File: config.mk
export PLATFORM = sky130hd
export DESIGN_NAME = rbv_ctrl
export DESIGN_NICKNAME = d
export VERILOG_FILES = /design/src/hw/rtl/rbv_pkg.sv /design/src/hw/rtl/rbv_ctrl.sv
export SDC_FILE = /design/constraint.sdc
export NUM_CORES = 1
export LEC_CHECK = 0
export BUFFER_PORTS_ARGS = -buffer_cell sky130_fd_sc_hd__buf_2
export CORE_AREA = 2 2 39 41
export CTS_CLUSTER_DIAMETER = 80
export CTS_CLUSTER_SIZE = 20
export DETAILED_ROUTE_END_ITERATION = 7
export DIE_AREA = 0 0 41 43
export MAX_ROUTING_LAYER = met4
export PLACE_DENSITY = 0.41
export RECOVER_POWER = 50
export SYNTH_ARGS = -nofsm -noshare
export SYNTH_HDL_FRONTEND = slang
export SYNTH_SLANG_ARGS = --single-unit
File: constraint.sdc
create_clock -name i_clk -period 1.7 [get_ports i_clk]
set_clock_uncertainty 0.05 [all_clocks]
set_input_delay 0.17 -clock i_clk [delete_from_list [all_inputs] [get_ports i_clk]]
set_output_delay 0.17 -clock i_clk [all_outputs]
set_load 0.01 [all_outputs]
File: src/hw/rtl/rbv_pkg.sv
// ----------------------------------------------------------------------------
// rbv_pkg
// Shared types and constants for the rank bit vector block.
// ----------------------------------------------------------------------------
`default_nettype none

package rbv_pkg;

    localparam int VAL_W = 17;

    // Fraction bits of the reciprocal used to split an index into word and bit.
    localparam int RECIP_SHIFT = 24;

    localparam logic CMD_PUSH = 1'b0;
    localparam logic CMD_RANK = 1'b1;

    typedef struct packed {
        logic             command;
        logic             bit_value;
        logic [VAL_W-1:0] query_index;
    } t_in_item;

    typedef struct packed {
        logic [VAL_W-1:0] ones_count;
        logic             error_flag;
        logic [VAL_W-1:0] stored_length;
    } t_out_item;

    typedef struct packed {
        logic capture;
        logic div;
        logic rd;
        logic shf;
        logic cnt;
        logic sum;
        logic load;
    } t_dp_cmd;

    typedef struct packed {
        logic short_path;
        logic out_free;
    } t_dp_status;

endpackage

`default_nettype wire

File: src/hw/rtl/rbv_ctrl.sv
// ----------------------------------------------------------------------------
// rbv_ctrl
// Sequencer that steps the datapath through a push or a rank query.
// ----------------------------------------------------------------------------
`default_nettype none

module rbv_ctrl (
    input  wire                  i_clk,
    input  wire                  i_rst_n,
    input  wire                  i_in_valid,
    output logic                 o_in_stall,
    input  rbv_pkg::t_dp_status  i_status,
    output rbv_pkg::t_dp_cmd     o_cmd
);

    typedef enum logic [2:0] {
        S_IDLE,
        S_DIV,
        S_RD,
        S_SHF,
        S_CNT,
        S_SUM,
        S_DONE
    } t_state;

    t_state r_state;
    t_state n_state;

    always_comb begin
        n_state = r_state;
        o_cmd   = '0;
        case (r_state)
            S_IDLE: begin
                if (i_in_valid) begin
                    o_cmd.capture = 1'b1;
                    // Pushes, and queries at or past the stored length, skip the lookup.
                    n_state = i_status.short_path ? S_DONE : S_DIV;
                end
            end
            S_DIV: begin
                o_cmd.div = 1'b1;
                n_state   = S_RD;
            end
            S_RD: begin
                o_cmd.rd = 1'b1;
                n_state  = S_SHF;
            end
            S_SHF: begin
                o_cmd.shf = 1'b1;
                n_state   = S_CNT;
            end
            S_CNT: begin
                o_cmd.cnt = 1'b1;
                n_state   = S_SUM;
            end
            S_SUM: begin
                o_cmd.sum = 1'b1;
                n_state   = S_DONE;
            end
            S_DONE: begin
                if (i_status.out_free) begin
                    o_cmd.load = 1'b1;
                    n_state    = S_IDLE;
                end
            end
            default: begin
                n_state = S_IDLE;
            end
        endcase
    end

    always_ff @(posedge i_clk) begin
        if (!i_rst_n) begin
            r_state <= S_IDLE;
        end else begin
            r_state <= n_state;
        end
    end

    assign o_in_stall = (r_state != S_IDLE);

endmodule

`default_nettype wire

Word level (Yosys, flattened, before mapping)
Cells that the tools add are included.

word-level totals
  logic and storage cells = 25
  register bits = 3
  output and inout port bits = 8

operators by class
  reductions and logical operators = 3
  mux-type cells = 13
  equality and inequality tests = 8

operators with widths
  cell                                                  count
  case mux 3 bit (7 select lines)                       1
  equality test 3 bit (second input constant)           3
  2-to-1 mux 1 bit                                      9
  2-to-1 mux 3 bit                                      3
  equality test 3 x 2 -> 1 bit (second input constant)  2
  != test 2 bit (second input constant)                 2
  equality test 3 x 1 -> 1 bit (second input constant)  1
  logical NOT 3 bit                                     1
  nonzero test 3 bit                                    1
  AND reduction 2 bit                                   1

Depth between registers and ports, before layout
Gate-level depths: netlist of run 1.

  depth in word-level cells = 3
  gate-level depth with buffers = 3

Worst setup path after synthesis of run 1
Ideal clock, no wire load.

  path type = flip-flop to output port
  start point = register r_state[1]
  end point = output o_cmd[6] (netlist name)
  arrival time = 1,032 ps
  cell stages (with the launch flop) = 4
  path buffers = 1
  data required time = 1,480 ps
  setup slack = 448 ps
  path through = dfxtp_1 buf_6 or3_1 nor2_1

RTL lines
  what                      RTL line        source
  start: declaration        rbv_ctrl.sv:26  t_state r_state;
  start signal: assignment  rbv_ctrl.sv:76  r_state <= n_state;
  end: declaration          rbv_ctrl.sv:13  output rbv_pkg::t_dp_cmd o_cmd

==> results of run 1 <==
[cell families (layout without fill, tap and decap cells)]
group	after synthesis	count (layout)	synth area share
AND/OR/NAND/NOR	16	16	0.472
buffers and inverters	5	18	0.116
AO/OA/AOI/OAI	4	4	0.171
flip-flops	3	3	0.241
[power groups by stage]
stage               Clock, mW  Sequential (mW)  Combinational, mW
detailed placement          0            0.117              0.114
CTS                     0.140            0.115              0.115
floorplan                   0           0.0892              0.112
finish                  0.130            0.116              0.111
global route            0.151            0.120              0.123
global placement            0            0.117              0.116
[how the worst max path moves through the flow]
stage / endpoint / cells after the start / slack, ns
floorplan: o_cmd[6] / 3 / 0.45
global placement: r_state[2] / 2 / 0.41
detailed placement: r_state[2] / 2 / 0.41
CTS: o_cmd[6] / 3 / 0.21
global route: o_cmd[6] / 3 / 0.13
finish: o_cmd[6] / 3 / 0.23
[synthesized netlist by cell type, drive strengths merged]
cell,instances
and2,3
buf,3
dfxtp,3
nor2,3
nor3b,3
inv,2
a2111oi,1
a21o,1
a221oi,1
and2b,1
and3b,1
and4b,1
and4bb,1
nand2b,1
nand3b,1
o41a,1
or3,1
[metrics by stage]
stage	util	cells	total power [mW]	cell area, um^2	hold slack [ns]
floorplan	-	28	0.201	249	0.254
global placement	0.222	53	0.233	308	0.368
detailed placement	0.222	53	0.231	308	0.371
CTS	0.241	57	0.370	334	0.115
global route	0.240	57	0.394	332	0.132
finish	0.240	57	0.358	332	0.124
[per-layer routing]
layer	share of wire	GRT usage	vias to the layer above	wire length [um]
li1	-	-	126	-
met1	0.42	0.0929	111	242
met4	0.026	0.100	0	15
met5	0	-	-	0
met3	0.060	0.0314	2	35
met2	0.49	0.116	8	287
[area by class of cell]
class / count / area (um^2) / share of cell area
tap: 16 / 20.0 / 0.0604
multi-input combinational: 20 / 160 / 0.483
timing repair buffer: 12 / 57.6 / 0.174
clock buffer: 4 / 26.3 / 0.0792
inverter: 2 / 7.51 / 0.0226
sequential: 3 / 60.1 / 0.181
==> impl_metrics.py, run 1 <==
metrics = {
    "outcome": {
        "status": "finished clean",
    },
    "pwr": {
        "seqPwrFrac": 0.324,
        "p_comb_frac": 0.312,
        "irDropWorstVdd_mv": 0.257,
        "p_leak_nw": 0.159,
        "power_density_mw_per_mm2": 1080,
        "switchingPower_mw": 0.123,
        "p_clk_frac": 0.365,
        "p_sw_frac": 0.343,
        "internal_power_mw": 0.235,
    },
    "synth": {
        "syn-num-nets": 33,
        "synth_area_per_cell_um2": 8.89,
        "yosysWarnings": 0,
        "ys_types": 18,
        "synth-seq-cells": 3,
        "ys_seq_area_frac": 0.241,
        "synth_top_area_frac": 0.241,
        "syn-instance-count": 28,
        "syn_area_um2": 249,
        "synth_area_leaders": "dfxtp_1 24%, nor3b_1 9.0%, and2_1 7.5%",
        "netlist.top_cell.by_area": "dfxtp_1",
    },
    "clock_network": {
        "htree_levels": 1,
        "clk_pin_slew_worst_paths_ns": 0.04,
        "cts_setup_buffers": 0,
        "cts_hold_buf": 0,
        "cts_tree": "done",
        "clk_path_buf_depth": 2,
        "cts_root_buffer": "clkbuf_4",
        "post_cts_resize_count": 0,
        "cts.sinks": 3,
        "cts_buffers": 3,
        "worst_skew_pair.late_latency_ns": 0.24,
    },
    "global_routing": {
        "grt_pass1_wl_um": 952,
        "grt_pass1_vias": 223,
        "grt.total_usage": 0.0894,
        "grt-ovfl-total": 0,
        "grt_max_degree": 13,
        "antenna_found_initial": 0,
    },
    "critical_path": {
        "startpoint": "r_state[1]",
        "critical_path_buf_inv_count": 1,
        "timing.rr.start": "r_state[1]",
        "cp.required_ns": 1.48,
        "cp.arrival_ns": 1.25,
        "reg2reg_to": "r_state[2]",
        "crit_slowest_cell": "or3_1",
        "start_kind": "register",
        "slowest_delay_ns": 0.41,
        "crit_family": "simple AND/OR/NAND/NOR gates",
        "cp_max_fo": 11,
        "crit_type": "register to output pin",
        "critPathCaptureType": "output pin",
        "r2r_setup_slack_ns": 0.41,
        "cp_cell_sequence": "or3_1 -> nor2_1 -> buf_2",
        "r2r_cells": 2,
    },
    "route": {
        "vias": 247,
        "ant_nets": 0,
        "drtIter0Drc": 1,
        "drc": 0,
        "via_per_inst": 4.33,
        "wl_per_cell_um": 10.2,
        "firstDrtPassIters": 2,
        "drt_wl_total_um": 581,
    },
    "layout": {
        "final_common_cell": "buf_2",
        "nFillCells": 162,
        "diodes": 0,
        "final_layout_size_suffix_gt1_frac": 0.390,
        "largestRegisters": "r_state: 3 flops",
        "syn2layout_area_growth_pct": 33.2,
        "largest_register_ffs": 3,
        "largest_register": "r_state",
        "nets": 47,
    },
    "timing": {
        "rsz0062_at_grt": "no",
        "setup_ws_ns": 0.226,
        "max_freq_mhz": 678,
        "period_share": 0.867,
        "final_hold_viol_count": 0,
        "slew_viol_final": 0,
        "setup_tns_ns": 0,
        "min_period_ns": 1.47,
        "relSlewSlack": 0.758,
        "setup-violations-final": 0,
        "tightest_slew_ns": 0.363,
    },
    "min_path": {
        "min_to": "r_state[2]",
        "hp-class": "primary input to register",
        "hold_start": "i_rst_n",
        "whs_path_depth": 2,
    },
    "floorplanning": {
        "die_h_um": 43,
        "initial_utilization": 0.180,
        "die_w_um": 41,
        "ios": 13,
        "dieArea_mm2": 0.00176,
        "num_rows": 14,
        "core_area_mm2": 0.00138,
    },
    "placement": {
        "dpl.hpwl_um": 416,
        "gp_congestion": 0.670,
        "dpl_worst_slack_ns": 0.408,
        "io_buffers": 12,
    },
    "job": {
        "drv_cap": 0,
    },
}
Power figures use the tool's default switching activity.
==> run 2, diff against run 1 <==
RECOVER_POWER = 25   (was 50)
==> run 2 against run 1 <==
Effect of this change:
- sequential power is essentially flat
- sequential share of layout area shrank 0.14 points
- routed wire length decreased by 0.52%
- critical path type unchanged
- worst setup slack barely moved
- register-to-register slack about the same
- utilization increased by 0.18 points
- critical path depth unchanged
- power rose by 0.47%
- via count is the same
- largest power group unchanged
- clock power barely moved
==> impl_metrics.py, run 2 (synthesis gave the netlist of run 1 again) <==
metrics = {
    "outcome": {
        "status": "finished clean",
    },
    "layout": {
        "final_layout_size_suffix_gt1_frac": 0.439,
        "largestRegisters": "r_state: 3 flops",
        "final_cells": 57,
        "fin_area_um2": 334,
        "final_cell_mix": "12 x buf_2, 3 x nor3b_1, 3 x nor2_1, 3 x clkbuf_4, 3 x dfxtp_1",
        "syn2layout_area_growth_pct": 34.2,
        "diodes": 0,
        "largest_register_ffs": 3,
        "largest_register": "r_state",
        "final_common_cell": "buf_2",
        "nets": 47,
    },
    "floorplanning": {
        "dieArea_mm2": 0.00176,
        "die_w_um": 41,
        "die_h_um": 43,
        "initial_utilization": 0.180,
        "num_rows": 14,
        "ios": 13,
        "core_area_mm2": 0.00138,
    },
    "pwr": {
        "p_leak_nw": 0.167,
        "internal_power_mw": 0.237,
        "power_density_mw_per_mm2": 1080,
        "p_sw_frac": 0.341,
        "irDropWorstVdd_mv": 0.257,
        "switchingPower_mw": 0.122,
        "p_clk_frac": 0.363,
        "p_comb_frac": 0.315,
        "seqPwrFrac": 0.322,
    },
    "critical_path": {
        "cp_max_fo": 11,
        "crit_slowest_cell": "or3_1",
        "cp_cell_sequence": "or3_1 -> nor2_1 -> buf_2",
        "slowest_delay_ns": 0.41,
        "crit_type": "register to output pin",
        "start_kind": "register",
        "cp.required_ns": 1.48,
        "critPathCaptureType": "output pin",
        "cp.arrival_ns": 1.25,
    },
    "global_routing": {
        "antenna_found_initial": 0,
        "grt.total_usage": 0.0894,
        "met3_usage": 0.0314,
        "grt_pass1_wl_um": 952,
        "use_met2": 0.116,
        "grt-ovfl-total": 0,
        "grt_max_degree": 13,
        "busiest_layer": "met2",
        "grt_pass1_vias": 223,
        "met1_usage": 0.0929,
    },
    "timing": {
        "setup_ws_ns": 0.226,
        "tightest_slew_ns": 0.363,
        "rsz0062_at_grt": "no",
        "period_share": 0.867,
        "setup_tns_ns": 0,
        "relSlewSlack": 0.758,
        "min_period_ns": 1.47,
        "setup-violations-final": 0,
        "max_freq_mhz": 678,
        "final_hold_viol_count": 0,
        "slew_viol_final": 0,
    },
    "clock_network": {
        "htree_levels": 1,
        "cts_tree": "done",
        "clk_pin_slew_worst_paths_ns": 0.04,
        "cts_buffers": 3,
        "worst_skew_pair.late_latency_ns": 0.24,
        "cts_root_buffer": "clkbuf_4",
        "post_cts_resize_count": 0,
        "clk_path_buf_depth": 2,
        "cts_hold_buf": 0,
        "cts.sinks": 3,
        "cts_setup_buffers": 0,
    },
    "placement": {
        "io_buffers": 12,
        "gp_congestion": 0.670,
        "dpl.hpwl_um": 416,
        "postPlaceCellArea_um2": 308,
        "dpl_worst_slack_ns": 0.408,
        "dp_cells": 53,
    },
    "route": {
        "wl_per_cell_um": 10.1,
        "drc": 0,
        "drt_wl_total_um": 578,
        "drtIter0Drc": 1,
        "ant_nets": 0,
        "via_per_inst": 4.33,
        "firstDrtPassIters": 2,
        "vias": 247,
    },
    "min_path": {
        "hp-class": "primary input to register",
    },
    "job": {
        "drv_cap": 0,
    },
}
-- run 2: path summary, 6_finish.rpt --
path | startpoint | endpoint | slack, ns | cells after the start
worst max-delay path | r_state[1] | o_cmd[6] | 0.23 | 3
worst min-delay path | i_rst_n | r_state[2] | 0.12 | 2
worst max register to register | r_state[1] | r_state[2] | 0.41 | 2
worst min register to register | r_state[0] | r_state[0] | 0.61 | 1
-- run 2: area by class of cell --
cell class / count / area [um^2]
Timing Repair Buffer: 12 / 60.1
Fill cell: 162 / 1050
Tap cell: 16 / 20.0
Multi-Input combinational cell: 20 / 160
Inverter: 2 / 7.51
Clock buffer: 4 / 26.3
Sequential cell: 3 / 60.1
-- run 2: per-stage QoR --
step	hold WS (ns)	utilization	power [mW]
floorplan	0.254	-	0.201
detailed placement	0.371	0.222	0.231
global placement	0.368	0.222	0.233
global route	0.132	0.241	0.396
CTS	0.115	0.241	0.370
finish	0.124	0.241	0.359
-- run 2: critical path, delay by kind of cell, from the launching register on --
family / cells / cell delay, ns
buffers and inverters: 1 / 0.13
flip-flops: 1 / 0.39
AND/OR/NAND/NOR: 2 / 0.50
-- run 2: metal layers --
metal  routed length (um)  vias up
met5                    0        -
met4                   15        0
met1                  239      111
met3                   35        2
li1                     -      126
met2                  287        8
-- run 2: power groups by stage --
stage                     registers [mW]  logic [mW]  clock network (mW)
final                              0.116       0.113               0.130
after global routing               0.120       0.125               0.151
after CTS                          0.115       0.115               0.140
after detailed placement           0.117       0.114                   0
after global placement             0.117       0.116                   0
after floorplan                   0.0892       0.112                   0
